===== src/sv/rsp_pkg.sv =====
// Shared constants and GF(256) arithmetic for the Reed-Solomon parity encoder.
`default_nettype none

package rsp_pkg;

    localparam int RSP_DATA_W       = 8;
    localparam int RSP_CFG_W        = 6;
    localparam int RSP_MAX_PARITY   = 32;
    localparam int RSP_PARITY_RESET = 10;

    // Low byte of the field polynomial x^8+x^4+x^3+x^2+1
    localparam logic [7:0] RSP_FIELD_LOW = 8'h1D;

    // Multiply by alpha (x) in GF(256)
    function automatic logic [7:0] gf_xtime(input logic [7:0] a);
        gf_xtime = a[7] ? ({a[6:0], 1'b0} ^ RSP_FIELD_LOW) : {a[6:0], 1'b0};
    endfunction

    // Shift-and-add multiply in GF(256)
    function automatic logic [7:0] gf_mul(input logic [7:0] a, input logic [7:0] b);
        logic [7:0] acc;
        logic [7:0] x;
        acc = 8'h00;
        x   = a;
        for (int i = 0; i < 8; i++) begin
            if (b[i]) begin
                acc = acc ^ x;
            end
            x = gf_xtime(x);
        end
        gf_mul = acc;
    endfunction

endpackage

`default_nettype wire


===== src/sv/rsp_gen_build.sv =====
// Generator polynomial builder: multiplies in one (x + alpha^i) factor per cycle.
`default_nettype none

module rsp_gen_build #(
    parameter int MAX_PARITY = rsp_pkg::RSP_MAX_PARITY,
    parameter int CNT_W      = $clog2(MAX_PARITY + 1)
) (
    input  wire logic                          aclk,
    input  wire logic                          aresetn,
    input  wire logic                          cfg_wr_en,
    input  wire logic [rsp_pkg::RSP_CFG_W-1:0] cfg_wr_data,
    output logic                               busy,
    output logic [CNT_W-1:0]                   parity_cnt,
    output logic [7:0]                         coeffs [MAX_PARITY]
);
    import rsp_pkg::*;

    localparam int RESET_P = (RSP_PARITY_RESET > MAX_PARITY) ? MAX_PARITY : RSP_PARITY_RESET;

    logic [7:0]       g_reg    [MAX_PARITY+1];
    logic [7:0]       g_next   [MAX_PARITY+1];
    logic [7:0]       root_reg;
    logic [CNT_W-1:0] step_reg;
    logic [CNT_W-1:0] p_reg;
    logic             busy_reg;
    logic [CNT_W-1:0] p_clamped;

    // Map 0 to 1 and saturate at MAX_PARITY
    always_comb begin
        if (cfg_wr_data == '0) begin
            p_clamped = CNT_W'(1);
        end else if (int'(cfg_wr_data) > MAX_PARITY) begin
            p_clamped = CNT_W'(MAX_PARITY);
        end else begin
            p_clamped = CNT_W'(cfg_wr_data);
        end
    end

    // Lanes above the current degree stay zero, so update all of them at once
    always_comb begin
        for (int j = 0; j <= MAX_PARITY; j++) begin
            if (j == 0) begin
                g_next[j] = gf_mul(g_reg[j], root_reg);
            end else begin
                g_next[j] = g_reg[j-1] ^ gf_mul(g_reg[j], root_reg);
            end
        end
    end

    always_ff @(posedge aclk) begin
        if (!aresetn || cfg_wr_en) begin
            p_reg    <= aresetn ? p_clamped : CNT_W'(RESET_P);
            busy_reg <= 1'b1;
            step_reg <= '0;
            root_reg <= 8'h01;
            for (int j = 0; j <= MAX_PARITY; j++) begin
                g_reg[j] <= (j == 0) ? 8'h01 : 8'h00;
            end
        end else if (busy_reg) begin
            if (step_reg == p_reg) begin
                busy_reg <= 1'b0;
            end else begin
                g_reg    <= g_next;
                root_reg <= gf_xtime(root_reg);
                step_reg <= step_reg + 1'b1;
            end
        end
    end

    assign busy       = busy_reg;
    assign parity_cnt = p_reg;

    always_comb begin
        for (int j = 0; j < MAX_PARITY; j++) begin
            coeffs[j] = g_reg[j];
        end
    end

endmodule

`default_nettype wire


===== config.mk =====
export PLATFORM = sky130hd
export DESIGN_NAME = rsp_gen_build
export DESIGN_NICKNAME = d
export VERILOG_FILES = /design/src/sv/rsp_pkg.sv /design/src/sv/rsp_gen_build.sv
export SDC_FILE = /design/constraint.sdc
export NUM_CORES = 2
export LEC_CHECK = 0
export BUFFER_PORTS_ARGS = -buffer_cell sky130_fd_sc_hd__buf_2
export CELL_PAD_IN_SITES_DETAIL_PLACEMENT = 1
export CELL_PAD_IN_SITES_GLOBAL_PLACEMENT = 2
export CORE_MARGIN = 10
export CORE_UTILIZATION = 36
export CTS_CLUSTER_DIAMETER = 200
export CTS_CLUSTER_SIZE = 40
export DETAILED_ROUTE_END_ITERATION = 7
export GPL_TIMING_DRIVEN = 0
export PLACE_DENSITY = 0.89
export REMOVE_ABC_BUFFERS = 1
export SYNTH_ARGS = -nofsm -noshare
export SYNTH_HDL_FRONTEND = slang
export SYNTH_SLANG_ARGS = --single-unit

===== constraint.sdc =====
create_clock -name aclk -period 3.95 [get_ports aclk]
set_input_delay 1.185 -clock aclk [delete_from_list [all_inputs] [get_ports aclk]]
set_output_delay 1.185 -clock aclk [all_outputs]
set_load 0.02 [all_outputs]

Yosys cells after proc, flatten, opt, wreduce, memory -nomap -nowiden
Index checks and enable logic that the tools add are counted.
{"block": "op_classes", "addsub": 1, "order_cmp": 1, "eq_ne": 1, "mux": 485, "bitwise": 482, "n_reduce_logical": 6}
{"operator": "8-bit two-way mux", "count": 256}
{"operator": "8-bit bitwise XOR", "count": 255}
{"operator": "5-bit two-way mux", "count": 225}
{"operator": "4-bit inverter", "count": 225}
{"operator": "6-bit by 1-bit adder with 6-bit output (second input constant)", "count": 1}
{"operator": "6-bit equality test", "count": 1}
{"operator": "6-bit > comparator (second input constant)", "count": 1}
{"operator": "6-bit zero test", "count": 1}
{"operator": "6-bit two-way mux", "count": 1}
{"operator": "4-bit two-way mux", "count": 1}
{"operator": "3-bit OR reduction", "count": 1}
{"operator": "1-bit two-way mux", "count": 2}
{"operator": "1-bit inverter", "count": 2}
{"operator": "2-bit AND reduction", "count": 1}
{"operator": "2-bit OR reduction", "count": 1}
{"operator": "1-bit zero test", "count": 1}
{"operator": "1-bit logical OR", "count": 1}
{"block": "totals", "register_bits": 277, "out_inout_bits": 263, "wordCells": 1014}

Longest topological paths before layout
{"block": "depth", "word_depth": 17, "ltp_mapped": 12, "depth_no_buf": 7}

Worst setup path before layout
Ideal clock, no wire load.
{"block": "synth_timing", "path_kind": "in2reg", "start": "input aresetn", "end": "register g_reg, in the netlist coeffs[34]", "setup_time_ps": 122, "arrival_ps": 2262, "slack_ps": 1566, "stages": 7, "cell_sequence": "nor2b_1 -> clkbuf_1 -> nand2_2 -> buf_2 -> buf_2 -> nor3_1 -> a311o_1"}
{"block": "synth_between", "elab_chain_len": 2}
{"element": "from (decl)", "line_no": "rsp_gen_build.sv:9", "source": "input wire logic aresetn,"}
{"element": "1-bit zero test", "line_no": "rsp_gen_build.sv:51", "source": "if (!aresetn || cfg_wr_en) begin"}
{"element": "1-bit logical OR", "line_no": "rsp_gen_build.sv:51"}
{"element": "to (signal, indexed assignment)", "line_no": "rsp_gen_build.sv:57", "source": "g_reg[j] <= (j == 0) ? 8'h01 : 8'h00;"}
{"element": "to (signal assigned)", "line_no": "rsp_gen_build.sv:63", "source": "g_reg <= g_next;"}
{"element": "to (decl)", "line_no": "rsp_gen_build.sv:20", "source": "logic [7:0] g_reg [MAX_PARITY+1];"}
No other way between the ends.
A chain may end at the register's enable or synchronous reset.

Worst setup path after layout
Same ends and word-level chain as after synthesis.

==> results.toml <==
[floorplanning]
core-area_um2 = 133000
die_w_um = 387
start_util_pct = 36.3
dieArea_um2 = 150000
io_pins = 272
die_y_um = 387
placementRows = 134

[setup_path]
cp.buffers_inverters = 5
crit_start = "aresetn"
ff2ff_setup_slack_ns = 0.44
start_kind = "input pin"
reg2regPathDepth = 9
worstReg2RegStart = "root_reg[5]$_SDFFE_PP0P_"
cp_top_family = "simple AND/OR/NAND/NOR gates"
timing.rr.end = "coeffs[168]$_SDFFE_PP0P_"
path_cells = "buf_2 > nor2b_4 > buf_12 > buf_12 > inv_6 > buf_16 > nor2_4 > and3_1 > a311o_1"
slowest_delay_ns = 0.82
crit_top_cell = "buf_12"
cpMaxStageDelayCell = "nor2_4"
worstPathArrival_ns = 4.41
critPathMaxFanout = 44
end_kind = "flip-flop"
critical_path_required_ns = 4.50
critPathKind = "in2reg"

[pwr]
vdd_drop_max_v = 0.000304
powerDensity_nw_per_um2 = 138
p_leak_nw = 15.7

[finish]
largest_register_ffs = 256
final_util_pct = 38.2
layout-drive-gt1-share_pct = 6.92
syn_to_final_growth_pct = 5.40
finish.net_count = 6640
final_area_um2 = 51000

[synthesis]
yosys-top-cells-area = "xnor2_1 35%, nand2_1 15%, dfxtp_1 11%"
avgSynthCellArea_um2 = 6.95
yosysWarnings = 0
ys_seq_elements = 277
synth_top_cell_by_area = "xnor2_1"
postSynthCellCount = 6967
yosys.cell_count.top_type = "xnor2_1"
yosysSeqAreaShare_pct = 11.6
async_reset_ff_share_pct = 0
synthTopCellsByCount = "1,949 x xnor2_1, 1,872 x nand2_1, 612 x xor2_1, 359 x buf_2, 311 x a21oi_1"
synth-edff-count = 6
synth_cell_types = 66
synth_top_area_share_pct = 35.3
ys.flop_type = "dfxtp_1"
syn_area_um2 = 48400

[global_routing]
grt_max_degree = 73
grt_pass1_wl_mm = 292
use_met2_pct = 41.6
antenna_found_initial = 4
grt_usage_pct = 24.0
grt_pass1_vias = 46900
gr-total-overflow = 0
grt_util_met3_pct = 3.59
gr-usage-met1_pct = 30.8
grt-busiest-layer = "met2"

[clocking]
cts.sinks = 277
cts.repair.resized = 0
cts_tree = "done"
cts-buffers-inserted = 11
cts_root_buf = "clkbuf_16"
clk_latency_ns = 0.61
post-cts-setup-buffer-count = 0
cts.path.max_buffers = 3
clkTransAtPathRegs_ns = 0.19
cts_hold_buffers = 0
htree_num_levels = 1

[hold_path]
min_from = "step_reg[1]$_SDFFE_PP0P_"
hold_depth = 2
min_to = "step_reg[1]$_SDFFE_PP0P_"
hp-class = "reg2reg"

[timing]
finalSetupViolCount = 0
finalSetupTns_ns = 0
rsz0062_at_grt = "no"
clock_skew_ns = 0.0394
setup_ws_ns = 0.0927
hold_viol_final = 0
max_slew_margin_pct = 9.19
post-route-min-period_ns = 3.86
tightest_slew_ns = 1.36
timing.fmax_ghz = 0.259
maxSlewViolCount = 0
fin_crit_sh_pct = 97.7

[route]
drtPass1Iterations = 5
viasPerCell = 5.42
wl_per_cell_um = 22.4
wl_mm = 188
drt_iter0_markers = 3040
vias = 45500
drc = 0
drtAntennaViolNets = 0

[run]
maxCapViolations = 0

[placed_design]
place_ws_ns = -0.457
portBuffers = 271
gp_congestion = 0.799
post-dp-hpwl_mm = 121
place_area_um2 = 50700

[run_status]
status = "completed"
==> metal layers <==
| layer | vias to the layer above | part of all wire, % |
|---|---|---|
| met1 | 23100 | 44 |
| li1 | 21200 | - |
| met3 | 256 | 5.4 |
| met4 | 0 | 2.8 |
| met5 | - | 0 |
| met2 | 1071 | 48 |
==> worst max path at each step <==
stage	endpoint	slack (ns)	cells past startpoint
2_1_floorplan	coeffs[34]$_SDFFE_PP0P_	-9.43	6
3_3_place_gp	coeffs[34]$_SDFFE_PP0P_	-38.77	6
3_5_place_dp	coeffs[34]$_SDFFE_PP0P_	-0.46	9
4_1_cts	coeffs[34]$_SDFFE_PP0P_	0.17	9
5_1_grt	coeffs[34]$_SDFFE_PP0P_	0.06	9
6_report	coeffs[34]$_SDFFE_PP0P_	0.09	9
==> layout make-up <==
class                           count  area [um2]
Multi-Input combinational cell   5917       39300
Antenna cell                        1        2.50
Fill cell                       17000       82400
Clock inverter                      3        48.8
Timing Repair Buffer              348        3200
Clock buffer                       13         293
Tap cell                         1768        2210
Sequential cell                   277        5640
Inverter                           75         297
==> cells by family (layout without fill, tap and decap cells) <==
logic type / count (synthesis) / after routing / share of synthesized area [%]
other: 0 / 1 / 0
AND/OR/NAND/NOR: 2322 / 2322 / 19.1
multiplexers: 39 / 39 / 0.806
flip-flops: 277 / 277 / 11.6
XOR/XNOR: 2663 / 2663 / 50.5
buffers and inverters: 773 / 439 / 7.32
adder cells (fa/ha/maj): 1 / 1 / 0.0258
AO/OA/AOI/OAI: 892 / 892 / 10.7
==> layout by cell type, fill, tap and decap left out, types with 7 or more instances in the layout <==
master        n
or2_2         8
nor2b_1      10
xor2_2       34
inv_1        67
nand2_1    1870
clkbuf_16    11
o21ai_0     263
a211oi_1     25
mux2i_1      39
dfxtp_1     263
buf_2       271
a311oi_1     24
nor3_1       14
o221ai_1     12
xnor2_2      17
o311ai_0     25
a221o_1      13
o211ai_1     29
buf_12       20
dfxtp_4       8
nor4_1       11
buf_8        10
buf_16       47
o22ai_1      30
o21ai_1      75
a221oi_1      7
a22oi_1      36
or3_1        27
xnor2_1    1949
xnor3_1      41
xor2_1      612
a21oi_1     311
a31oi_1       8
nor2_1      157
nand3_1     176
and3_1       12
==> power breakdown <==
part | leakage [nW] | internal [mW] | total (mW) | switching [mW]
Clock | 0.165 | 0.568 | 1.89 | 1.32
Sequential | 2.25 | 2.86 | 3.14 | 0.287
Combinational | 13.3 | 0.770 | 2.01 | 1.24
Total | 15.7 | 4.19 | 7.04 | 2.85
==> worst register-to-register path: cells and delay by family (launching register included) <==
| family | cells | cell delay, ns |
|---|---|---|
| flip-flops | 1 | 0.76 |
| XOR/XNOR | 3 | 0.60 |
| AND/OR/NAND/NOR | 1 | 0.84 |
| AO/OA/AOI/OAI | 3 | 0.53 |
| buffers and inverters | 2 | 0.71 |
==> per-stage QoR <==
stage / total power [mW] / cells / hold WS [ns]
after global placement: 5.06 / 8308 / 0.494
after global routing: 7.32 / 8401 / 0.582
after CTS: 7.10 / 8401 / 0.551
after floorplan: 4.40 / 6269 / 0.478
after detailed placement: 5.20 / 8385 / 0.529
final: 7.04 / 8402 / 0.542
Note: power is estimated with default switching activity, not from simulation.
