==> config.mk <==
export PLATFORM = sky130hd
export DESIGN_NAME = rsp_out_buf
export DESIGN_NICKNAME = d
export VERILOG_FILES = /design/src/sv/rsp_pkg.sv /design/src/sv/rsp_out_buf.sv
export SDC_FILE = /design/constraint.sdc
export NUM_CORES = 1
export LEC_CHECK = 0
export ABC_AREA = 1
export BUFFER_PORTS_ARGS = -buffer_cell sky130_fd_sc_hd__buf_2
export CAP_MARGIN = 20
export CELL_PAD_IN_SITES_DETAIL_PLACEMENT = 2
export CELL_PAD_IN_SITES_GLOBAL_PLACEMENT = 2
export CORE_ASPECT_RATIO = 0.75
export CORE_MARGIN = 5
export CORE_UTILIZATION = 31
export CTS_CLUSTER_DIAMETER = 80
export CTS_CLUSTER_SIZE = 25
export DETAILED_ROUTE_END_ITERATION = 10
export PLACE_DENSITY = 0.8
export SYNTH_ARGS = -nofsm -noshare
export SYNTH_HDL_FRONTEND = slang
export SYNTH_SLANG_ARGS = --single-unit
==> constraint.sdc <==
create_clock -name aclk -period 1.8 [get_ports aclk]
set_input_delay 0.18 -clock aclk [delete_from_list [all_inputs] [get_ports aclk]]
set_output_delay 0.18 -clock aclk [all_outputs]
set_load 0.01 [all_outputs]
==> src/sv/rsp_pkg.sv <==
// Shared constants and GF(256) arithmetic for the Reed-Solomon parity encoder.
`default_nettype none

package rsp_pkg;

    localparam int RSP_DATA_W       = 8;
    localparam int RSP_CFG_W        = 6;
    localparam int RSP_MAX_PARITY   = 32;
    localparam int RSP_PARITY_RESET = 10;

    // Low byte of the field polynomial x^8+x^4+x^3+x^2+1
    localparam logic [7:0] RSP_FIELD_LOW = 8'h1D;

    // Multiply by alpha (x) in GF(256)
    function automatic logic [7:0] gf_xtime(input logic [7:0] a);
        gf_xtime = a[7] ? ({a[6:0], 1'b0} ^ RSP_FIELD_LOW) : {a[6:0], 1'b0};
    endfunction

    // Shift-and-add multiply in GF(256)
    function automatic logic [7:0] gf_mul(input logic [7:0] a, input logic [7:0] b);
        logic [7:0] acc;
        logic [7:0] x;
        acc = 8'h00;
        x   = a;
        for (int i = 0; i < 8; i++) begin
            if (b[i]) begin
                acc = acc ^ x;
            end
            x = gf_xtime(x);
        end
        gf_mul = acc;
    endfunction

endpackage

`default_nettype wire

==> src/sv/rsp_out_buf.sv <==
// Parity buffer: holds one block's remainder and sends it highest order first.
`default_nettype none

module rsp_out_buf #(
    parameter int MAX_PARITY = rsp_pkg::RSP_MAX_PARITY,
    parameter int IDX_W      = (MAX_PARITY > 1) ? $clog2(MAX_PARITY) : 1
) (
    input  wire logic                           aclk,
    input  wire logic                           aresetn,
    input  wire logic                           load,
    input  wire logic [7:0]                     rem_in [MAX_PARITY],
    input  wire logic [IDX_W-1:0]               top_idx,
    output logic                                can_load,
    output logic                                m_tvalid,
    input  wire logic                           m_tready,
    output logic [rsp_pkg::RSP_DATA_W-1:0]      m_tdata,
    output logic                                m_tlast
);
    import rsp_pkg::*;

    logic [7:0]       pbuf_reg [MAX_PARITY];
    logic [IDX_W-1:0] rd_idx_reg;
    logic             busy_reg;
    logic             final_taken;

    assign final_taken = busy_reg && m_tready && (rd_idx_reg == '0);
    assign can_load    = !busy_reg || final_taken;

    always_ff @(posedge aclk) begin
        if (!aresetn) begin
            busy_reg <= 1'b0;
        end else if (load) begin
            busy_reg <= 1'b1;
        end else if (final_taken) begin
            busy_reg <= 1'b0;
        end
    end

    always_ff @(posedge aclk) begin
        if (load) begin
            pbuf_reg   <= rem_in;
            rd_idx_reg <= top_idx;
        end else if (busy_reg && m_tready && rd_idx_reg != '0) begin
            rd_idx_reg <= rd_idx_reg - 1'b1;
        end
    end

    assign m_tvalid = busy_reg;
    assign m_tdata  = pbuf_reg[rd_idx_reg];
    assign m_tlast  = (rd_idx_reg == '0);

endmodule

`default_nettype wire

---- After elaboration in Yosys (flattened, before gate mapping) ----
Cells that the tools add are included.
W data, S select, Z words.
storage, ports and cells
  bits in registers ....................... 262
  input bits .............................. 265
  output and inout port bits .............. 11
  logic and storage cells ................. 53
operators by class
  reduce and logical (&&, ||, !) cells .... 9
  add/subtract/negate cells ............... 1
  magnitude comparators ................... 1
  bitwise gates (word level) .............. 1
  mux-type cells .......................... 7
operators by type and width
  cell                   count
  $bmux W8 S5            1
  $mux W8                2
  $mux W5                2
  $ge A6 B6 Y1 const B   1
  $not A5 Y6             1
  $logic_not A5 Y1       1
  $reduce_bool A5 Y1     1
  $sub A5 B1 Y5 const B  1
  $reduce_bool A2 Y1     2
  $logic_and A1 B1 Y1    3
  $mux W1                2
  $logic_not A1 Y1       1
  $logic_or A1 B1 Y1     1

---- Depth between registers and ports, before layout ----
Gate-level depths: netlist of run 1.
  depth in word-level cells ............... 4
  depth in mapped cells ................... 10
  gate-level depth less buffers ........... 9

---- Worst setup path before layout of run 1 ----
No wires, ideal clock.
  kind .................................... flip-flop to flip-flop
  from .................................... register rd_idx_reg[0]
  to ...................................... register rd_idx_reg[0] (enable)
  arrival ................................. 1.567 ns
  path buffers ............................ 2
  slack ................................... -0.140 ns
  cell stages (with the launch flop) ...... 8
  clock period less this slack ............ 1.940 ns
  setup time .............................. 0.374 ns
  required time ........................... 1.426 ns
  cell sequence ........................... edfxtp_1 > inv_2 > buf_2 > buf_2 > ha_1 > nand3_1 > inv_1 > o21ai_0
between the ends
  word-level cells in the longest chain between the ends .. 3
RTL lines
  item                          line               RTL
  from (decl)                   rsp_out_buf.sv:22  logic [IDX_W-1:0] rd_idx_reg;
  from (signal assigned)        rsp_out_buf.sv:42  rd_idx_reg <= top_idx;
  from (signal assigned)        rsp_out_buf.sv:44  rd_idx_reg <= rd_idx_reg - 1'b1;
  $reduce_bool A5 Y1            rsp_out_buf.sv:43  end else if (busy_reg && m_tready && rd_idx_reg != '0) begin
  $logic_and A1 B1 Y1           rsp_out_buf.sv:43
  $reduce_bool A2 Y1 (no line)  n/a
No other way between the ends.
A chain may end at the register's enable or synchronous reset.

---- Worst setup path in the final report of run 1 ----
  from .................................... register rd_idx_reg[0]
  to ...................................... output m_tdata[7] (netlist bit)
between the ends
  word-level cells in the longest chain between the ends .. 4
RTL lines
  item                                         line               RTL
  $not A5 Y6 (not written as such)             rsp_out_buf.sv:49  assign m_tdata = pbuf_reg[rd_idx_reg];
  $bmux W8 S5                                  rsp_out_buf.sv:49
  $mux W8 (not written as such) (2 in series)  rsp_out_buf.sv:49
  to (decl)                                    rsp_out_buf.sv:16  output logic [rsp_pkg::RSP_DATA_W-1:0] m_tdata,
No other way between the ends. The select of a mux whose other input is x is not followed.

==> out/results.ini, run 1 <==
[run_status]
status = finished, violations left
violations = negative setup slack

[sta]
fin_skew_ns = 0.02512
slew_headroom = 0.6929
rsz0062_at_grt = true
final_max_slew_viol_count = 0
finalSetupViolCount = 14
hold_viol = 0
period_needed_ns = 2.473
setup_ws_ns = -0.6727
worst_slew_pin_slew_ns = 0.4606
fin_crit_sh = 1.374
final.setup.tns_ns = -6.066
fmax_ghz = 0.4044

[global_routing]
grt_pass1_vias = 11040
track_usage = 0.2690
grt_remaining_overflow = 0
antenna_found_initial = 3
grt_pass1_wl_um = 74840
grt_max_degree = 63

[floorplan]
die_w_um = 222.9
fp.dieH_um = 169.7
start_util = 0.3143
die_area_um2 = 37820
row_count = 58
core-area_um2 = 33530
top_level_ports = 276

[cts]
cts.reportedPaths.clkPinSlew_ns = 0.11
cts_buffers = 15
clk-insertion-delay-late_ns = 0.53
clockBufferDepth = 3
cts_tree = built
clock-sinks = 262
cts.htree.levels = 1
cts-root-buf = clkbuf_16

[hold_path]
hp-class = input pin to flip-flop
hp-start = top_idx[0]

[pwr]
power.leakage_nw = 7.003
vdd_drop_max_v = 0.0008016
p_per_area_nw_per_um2 = 873.9

[worst_setup_path]
worstPathArrival_ns = 2.29
crit_path_end_kind = output pin
critPathLaunchType = flip-flop
path_class = flip-flop to output pin
cp_max_fo = 6
startpoint = rd_idx_reg[0]
crit_required_ns = 1.62
worstReg2RegStart = rd_idx_reg[0]

[detailed_routing]
wl_met2_um = 27490
dr.pass1.iters = 5
postRouteAntennaNets = 0
drtIter0Drc = 832
vias_per_cell = 5.035
post_drt_wl_per_cell_um = 27.59
drc = 0
route.met3.wl_um = 2468
drt-total-wl_um = 52920
wl_met1_um = 20630
top_layer_used = met5
routed-via-count = 9658

[yosys]
syn_nets = 1146
synth_compound_area_frac = 0.02351
ys.warnings.count = 0
synthAdderAreaFrac = 0.001187
synth_xor_area_frac = 0.001662
syn-cell-area_um2 = 10540
synthSimpleGateAreaFrac = 0.2020
seq_area_frac_synth = 0.7457
synth_top_family_by_area = simple AND/OR/NAND/NOR gates
syn_avg_cell_area_um2 = 11.97
synth_mux_area_frac = 0
yosysUniqueCellTypes = 21
netlist_instances = 880
synth-seq-cells = 262

[cells_and_area]
final_area_um2 = 17060
drive_gt1_frac = 0.3438
layout_commonest_cell = nand2_1
fill_cells = 3227
largest_register_ff_count = 256
syn_to_final_growth_pct = 61.86
nets = 1726
final_util = 0.5087
seqCellArea_um2 = 7858
mostFrequentLayoutCells = nand2_1, buf_2, dlygate4sd3_1, edfxtp_1, nand3_1
multiInputGateArea_um2 = 3003
layout.cells.non_filler = 1918

[placement]
hpwl_um = 29190
gp_congestion = 0.8025
dp_slack_ns = -0.1818
dpl.cell_count = 1610
port_buffers = 275
placed_cell_area_um2 = 12800

[flow_run]
cap_viol_max_count = 0

-- worst max-delay path, cell delays in order (launching register included) --
cell and delay (ns):
edfxtp_1 0.46, buf_6 0.18, inv_12 0.09, buf_12 0.14
clkbuf_16 0.14, nand2_1 0.08, a21oi_1 0.17, nand3b_1 0.19
nand3_2 0.11, nand2_2 0.08, buf_6 0.11
-- report_power, final --
group,internal [mW],switching (mW)
sequential,7.26,0.236
combinational,1.54,1.92
clock,1.72,2.24
total,10.5,4.39
-- logic make-up (layout without fill, tap and decap cells) --
kind of cell / Yosys count / count (layout)
AOI/OAI and AO/OA: 49 / 49
xor gates and xnor gates: 2 / 2
adders and majority gates: 1 / 1
buffers and inverters: 58 / 644
DFF: 262 / 262
other: 0 / 2
and+or+nand+nor: 508 / 508
-- per-layer routing --
layer / vias to the layer above / track usage
met1: 4941 / 0.3217
met2: 376 / 0.4928
met3: 100 / 0.04773
met5: - / 0
li1: 4237 / -
met4: 4 / 0.09132
-- synth_stat cells --
| master | count | area share |
|---|---|---|
| nand3b_1 | 8 | 0.0057 |
| inv_2 | 2 | 0.00071 |
| o21ai_0 | 7 | 0.0033 |
| ha_1 | 1 | 0.0012 |
| xnor2_1 | 1 | 0.00083 |
| buf_4 | 2 | 0.0014 |
| a21oi_1 | 41 | 0.019 |
| buf_2 | 39 | 0.019 |
| nor2_1 | 9 | 0.0032 |
| buf_1 | 1 | 0.00036 |
| edfxtp_1 | 261 | 0.74 |
| nand3_1 | 145 | 0.069 |
| clkinv_1 | 2 | 0.00071 |
| nor2_4 | 1 | 0.0011 |
| clkbuf_1 | 9 | 0.0032 |
| nand2_1 | 344 | 0.12 |
| inv_1 | 3 | 0.0011 |
| xor2_1 | 1 | 0.00083 |
| dfxtp_1 | 1 | 0.0019 |
| nand2_2 | 1 | 0.00059 |
| a21boi_0 | 1 | 0.00071 |
-- worst paths after layout --
path                         to  slack (ns)  cells after the start
setup reg to reg  rd_idx_reg[4]       -0.02                      8
hold reg to reg        m_tvalid        0.56                      2
hold / removal    rd_idx_reg[0]        0.03                      3
setup / recovery     m_tdata[7]       -0.67                     10
-- through the flow --
stage | hold WS (ns) | power [mW]
2_1_floorplan | 0.2789 | 8.439
3_3_place_gp | 0.3583 | 9.672
3_5_place_dp | 0.3584 | 9.774
4_1_cts | 0.006346 | 14.54
5_1_grt | 0.01554 | 15.44
6_report | 0.02689 | 14.91
-- repair_timing --
| item | CTS | global route |
|---|---|---|
| hold endpoints to repair | 261 | 0 |
| endpoints found under the setup margin | 16 | 16 |
| resized for setup | 134 | 64 |
| hold buffers | 261 | 0 |
| pin swaps | 33 | 18 |
| setup buffers | 12 | 0 |
| cloned | 7 | 3 |
-- layout make-up --
type,count,area share
clock inverter,7,0.004548
timing repair inverter,1,0.0006602
antenna,2,0.0002934
multi-input combinational,560,0.1761
clock buffer,16,0.02223
inverter,7,0.002421
timing repair buffer,613,0.3001
tap,450,0.03301
sequential,262,0.4607
Power figures use the tool's default switching activity.
==> inputs of run 2 (changes only) <==
--- a/config.mk
+++ b/config.mk
@@ -16,6 +16,7 @@
 export CTS_CLUSTER_DIAMETER = 80
 export CTS_CLUSTER_SIZE = 25
 export DETAILED_ROUTE_END_ITERATION = 10
+export MAX_ROUTING_LAYER = met4
 export PLACE_DENSITY = 0.8
 export SYNTH_ARGS = -nofsm -noshare
 export SYNTH_HDL_FRONTEND = slang
==> run 2 against run 1 <==
  * The flow still finishes with violations (negative setup slack)
  * Core utilization increased by 0.16 points
  * Global-route usage up 0.83 points
  * Combinational power rose by 1%
  * Clock skew down 0.0016 ns
  * Cell count hardly changed
==> out/results.ini, run 2 (synthesis results as in run 1) <==
[sta]
rsz0062_at_grt = true
fmax_ghz = 0.4053
fin_skew_ns = 0.02350
fin_crit_sh = 1.371
period_needed_ns = 2.467
slew_headroom = 0.6939
setup_ws_ns = -0.6672
finalSetupViolCount = 14
final_max_slew_viol_count = 0
hold_viol = 0
worst_slew_pin_slew_ns = 0.4591

[cells_and_area]
largest_register_ff_count = 256
layout.cells.non_filler = 1919
seqCellArea_um2 = 7858
fill_cells = 3227
layout_commonest_cell = nand2_1
multiInputGateArea_um2 = 3023
final_area_um2 = 17110
nets = 1727
drive_gt1_frac = 0.3470
syn_to_final_growth_pct = 62.38
mostFrequentLayoutCells = nand2_1, buf_2, dlygate4sd3_1, edfxtp_1, nand3_1

[run_status]
violations = negative setup slack
status = finished, violations left

[cts]
clk-insertion-delay-late_ns = 0.53
cts.htree.levels = 1
clock-sinks = 262
cts-root-buf = clkbuf_16
cts.reportedPaths.clkPinSlew_ns = 0.11
cts_tree = built
cts_buffers = 15
clockBufferDepth = 3

[floorplan]
top_level_ports = 276
fp.dieH_um = 169.7
core-area_um2 = 33530
die_w_um = 222.9
start_util = 0.3143
row_count = 58
die_area_um2 = 37820

[global_routing]
grt_pass1_vias = 10990
grt_remaining_overflow = 0
use_met1 = 0.3246
track_usage = 0.2772
grt_max_degree = 63
grtUsageMet3 = 0.04565
grt.met2_usage = 0.4911
busiest_layer = met2
grt_pass1_wl_um = 74830
antenna_found_initial = 2

[placement]
dp_slack_ns = -0.1818
gp_congestion = 0.8141
hpwl_um = 29190
placed_cell_area_um2 = 12800
dpl.cell_count = 1610
port_buffers = 275

[detailed_routing]
drtIter0Drc = 854
drt-total-wl_um = 53560
routed-via-count = 9694
vias_per_cell = 5.052
post_drt_wl_per_cell_um = 27.91
drc = 0
dr.pass1.iters = 5
postRouteAntennaNets = 0

[pwr]
combinationalPowerShare = 0.234
pwr-share-seq = 0.501
vdd_drop_max_v = 0.0007600
p_sw_frac = 0.2964
power.leakage_nw = 7.026
finalPower_mw = 14.97
p_clk_frac = 0.266
p_int_mw = 10.53
p_per_area_nw_per_um2 = 874.7
p_sw_mw = 4.436

[worst_setup_path]
worstPathArrival_ns = 2.29
crit_required_ns = 1.62
critPathLaunchType = flip-flop
cp_max_fo = 10
path_class = flip-flop to output pin
crit_path_end_kind = output pin

[flow_run]
cap_viol_max_count = 0

[hold_path]
hp-class = input pin to flip-flop

[run 2: power groups by stage]
| stage | registers (mW) | logic, mW | clock network, mW |
|---|---|---|---|
| finish | 7.49 | 3.50 | 3.98 |
| global route | 7.52 | 3.68 | 4.28 |
| CTS | 7.44 | 3.13 | 3.97 |
| detailed placement | 7.57 | 2.20 | 0 |
| global placement | 7.55 | 2.12 | 0 |
| floorplan | 7.48 | 0.962 | 0 |
[run 2: final cells by class]
type | count | area share
antenna | 2 | 0.0002925
clock buffer | 16 | 0.02216
clock inverter | 7 | 0.004533
inverter | 7 | 0.002413
multi-input combinational | 560 | 0.1767
sequential | 262 | 0.4592
tap | 450 | 0.03290
timing repair buffer | 614 | 0.3012
timing repair inverter | 1 | 0.0006581
[run 2: final timing paths]
path                                    start       endpoint  slack (ns)  cells after the start
worst max-delay path            rd_idx_reg[0]     m_tdata[7]       -0.67                     10
worst min-delay path               top_idx[0]  rd_idx_reg[0]        0.03                      3
worst max register to register  rd_idx_reg[0]  rd_idx_reg[4]       -0.02                      8
worst min register to register       m_tvalid       m_tvalid        0.56                      2
[run 2: through the flow]
| step | util | setup TNS [ns] | hold slack, ns |
|---|---|---|---|
| after floorplan | - | 0 | 0.2789 |
| final | 0.5104 | -6.016 | 0.03417 |
| after CTS | 0.4987 | -5.201 | 0.006346 |
| after global placement | 0.3818 | -1.110 | 0.3583 |
| after detailed placement | 0.3818 | -2.028 | 0.3584 |
| after global routing | 0.5104 | -6.910 | 0.01654 |
[run 2: timing repair]
| item | in CTS | in global routing |
|---|---|---|
| gates resized for setup | 134 | 72 |
| pin swaps | 33 | 25 |
| endpoints found under the setup margin | 16 | 16 |
| hold buffers | 261 | 0 |
| buffers inserted | 12 | 0 |
| gates cloned | 7 | 5 |
| hold endpoints to repair | 261 | 0 |
[run 2: per-layer routing]
metal	wire (um)	part of all wire
met2	28030	0.52
met5	0	0
met4	2184	0.041
met1	20890	0.39
met3	2451	0.046
[run 2: worst max-delay path, cell delays in order, from the launching register on]
cell and delay, ns:
edfxtp_1 0.42, buf_6 0.16, buf_12 0.16, buf_12 0.15
buf_6 0.13, nand2_1 0.07, a21oi_1 0.17, nand3b_1 0.18
nand3_2 0.11, nand2_2 0.08, buf_6 0.11
==> inputs of run 3 (changes only) <==
--- a/config.mk
+++ b/config.mk
@@ -8,16 +8,16 @@
 export ABC_AREA = 1
 export BUFFER_PORTS_ARGS = -buffer_cell sky130_fd_sc_hd__buf_2
 export CAP_MARGIN = 20
-export CELL_PAD_IN_SITES_DETAIL_PLACEMENT = 2
-export CELL_PAD_IN_SITES_GLOBAL_PLACEMENT = 2
 export CORE_ASPECT_RATIO = 0.75
 export CORE_MARGIN = 5
-export CORE_UTILIZATION = 31
+export CORE_UTILIZATION = 35
 export CTS_CLUSTER_DIAMETER = 80
 export CTS_CLUSTER_SIZE = 25
 export DETAILED_ROUTE_END_ITERATION = 10
 export MAX_ROUTING_LAYER = met4
-export PLACE_DENSITY = 0.8
+export PLACE_DENSITY = 0.62
+export RECOVER_POWER = 50
+export SETUP_SLACK_MARGIN = 0.3
 export SYNTH_ARGS = -nofsm -noshare
 export SYNTH_HDL_FRONTEND = slang
 export SYNTH_SLANG_ARGS = --single-unit
==> run 3 against run 2 <==
  * The run still ends with negative setup slack left
  * First-iteration DRC count is 7.5% lower
  * Highest routed layer unchanged
  * Clock power is 4% higher
  * Critical path depth did not move
  * Flip-flop and latch count unchanged
  * Non-clock buffer count rose by 1
  * Sequential power shrank 0.9%
  * Largest cell class unchanged
  * Clock skew shrank 0.013 ns
  * Critical path type unchanged
==> out/results.ini, run 3 (synthesis results as in run 1) <==
[run_status]
status = finished, violations left
violations = negative setup slack

[global_routing]
track_usage = 0.2235
grt.met2_usage = 0.3494
grt_remaining_overflow = 0
grt_max_degree = 66
grt_pass1_wl_um = 55670
grtUsageMet3 = 0.03181
antenna_found_initial = 1
grt_pass1_vias = 9232
use_met1 = 0.3125
busiest_layer = met2

[cts]
cts_tree = built
clockBufferDepth = 3
cts.reportedPaths.clkPinSlew_ns = 0.09
cts_buffers = 16
cts-root-buf = clkbuf_16
cts.htree.levels = 1
clk-insertion-delay-late_ns = 0.50
clock-sinks = 262

[pwr]
vdd_drop_max_v = 0.0005295
p_sw_mw = 3.815
p_int_mw = 10.76
power.leakage_nw = 6.842
p_sw_frac = 0.2617
combinationalPowerShare = 0.208
p_clk_frac = 0.282
pwr-share-seq = 0.509
p_per_area_nw_per_um2 = 874.1

[floorplan]
top_level_ports = 276
start_util = 0.3520
core-area_um2 = 29940
die_w_um = 210.4
die_area_um2 = 33710
row_count = 55
fp.dieH_um = 160.3

[sta]
hold_ws_ns = 0.1995
worst_slew_pin_slew_ns = 1.440
fin_crit_sh = 1.312
period_needed_ns = 2.361
final.setup.tns_ns = -6.564
rsz0062_at_grt = true
setup_ws_ns = -0.5609
slew_headroom = 0.04020
fin_skew_ns = 0.01037
final_max_slew_viol_count = 0
finalSetupViolCount = 17
fmax_ghz = 0.4236
hold_viol = 0

[detailed_routing]
post_drt_wl_per_cell_um = 20.17
drc = 0
drt-total-wl_um = 37790
drtIter0Drc = 790
routed-via-count = 9030
postRouteAntennaNets = 0
vias_per_cell = 4.821
dr.pass1.iters = 5

[worst_setup_path]
crit_path_end_kind = output pin
critical-path-top-delay-family = buffers and inverters
crit_chain = buf_6 > buf_8 > buf_4 > nand2_1 > nand2_1 > a21oi_2 > nand3_2 > nand3_1 > nand2_2 > buf_6
max_stage_delay_ns = 0.39
path_class = flip-flop to output pin
critPathLaunchType = flip-flop
path_buf_inv = 4
crit_required_ns = 1.62
slowest_stage = edfxtp_1
cp_max_fo = 7
worstPathArrival_ns = 2.18

[cells_and_area]
fill_cells = 2436
syn_to_final_growth_pct = 58.23
drive_gt1_frac = 0.2680
multiInputGateArea_um2 = 2704
final_util = 0.5570
mostFrequentLayoutCells = nand2_1, dlygate4sd3_1, edfxtp_1, buf_2, nand3_1
final_area_um2 = 16670
largest_register_ff_count = 256
seqCellArea_um2 = 7858
nets = 1729
layout_commonest_cell = nand2_1

[placement]
gp_congestion = 0.8483
hpwl_um = 24460
port_buffers = 275
placed_cell_area_um2 = 12790

[hold_path]
hp-class = input pin to flip-flop

[flow_run]
cap_viol_max_count = 0

[run 3: repair_timing]
| item | in CTS | in global routing |
|---|---|---|
| setup buffers | 11 | 3 |
| gates cloned | 9 | 0 |
| gates resized for setup | 54 | 52 |
| hold endpoints to repair | 262 | 0 |
| pin swaps | 8 | 13 |
| hold buffers | 262 | 0 |
| endpoints found under the setup margin | 20 | 20 |
[run 3: worst reg2reg max path: cells and delay by family, from the launching register on]
| family | cells | cell delay [ns] |
|---|---|---|
| buf+inv | 7 | 0.83 |
| flops | 1 | 0.44 |
| compound gates | 1 | 0.20 |
| fa+ha+maj | 1 | 0.17 |
| simple gates | 1 | 0.09 |
[run 3: final cells by class]
type                    instances  area share
clock buffers                  17     0.02551
diodes                          4   0.0006003
repair inverters                1   0.0003752
well taps                     399     0.02994
flip-flops and latches        262      0.4713
clock inverters                 8    0.006679
multi-input cells             560      0.1622
inverters                       7    0.002701
repair buffers                615      0.3008
[run 3: path summary, 6_finish.rpt]
| check | start | to | slack (ns) | depth (start not counted) |
|---|---|---|---|---|
| hold reg to reg | m_tvalid | m_tvalid | 0.53 | 2 |
| setup / recovery | rd_idx_reg[0] | m_tdata[2] | -0.56 | 10 |
| hold / removal | m_tready | m_tvalid | 0.20 | 4 |
| setup reg to reg | rd_idx_reg[1] | rd_idx_reg[0] | -0.25 | 10 |
[run 3: per-stage QoR]
stage / instances / total power, mW / worst slack, ns
6_report: 1873 / 14.57 / -0.5609
5_1_grt: 1870 / 15.21 / -0.6446
4_1_cts: 1866 / 14.55 / -0.5664
3_5_place_dp: 1559 / 9.660 / -0.1987
3_3_place_gp: 1559 / 9.642 / -0.2267
2_1_floorplan: 880 / 8.460 / 0.3119
[run 3: power groups by stage]
stage	logic, mW	clock network (mW)	registers [mW]
2_1_floorplan	0.983	0	7.48
3_3_place_gp	2.08	0	7.56
3_5_place_dp	2.10	0	7.56
4_1_cts	2.88	4.24	7.42
5_1_grt	3.28	4.46	7.47
6_report	3.03	4.12	7.42
[run 3: metal layers]
metal | vias to the layer above | wire length (um) | share of wire
met3 | 60 | 2799 | 0.074
met2 | 423 | 17540 | 0.46
met4 | 0 | 1045 | 0.028
met1 | 4307 | 16400 | 0.43
met5 | - | 0 | 0
li1 | 4240 | - | -
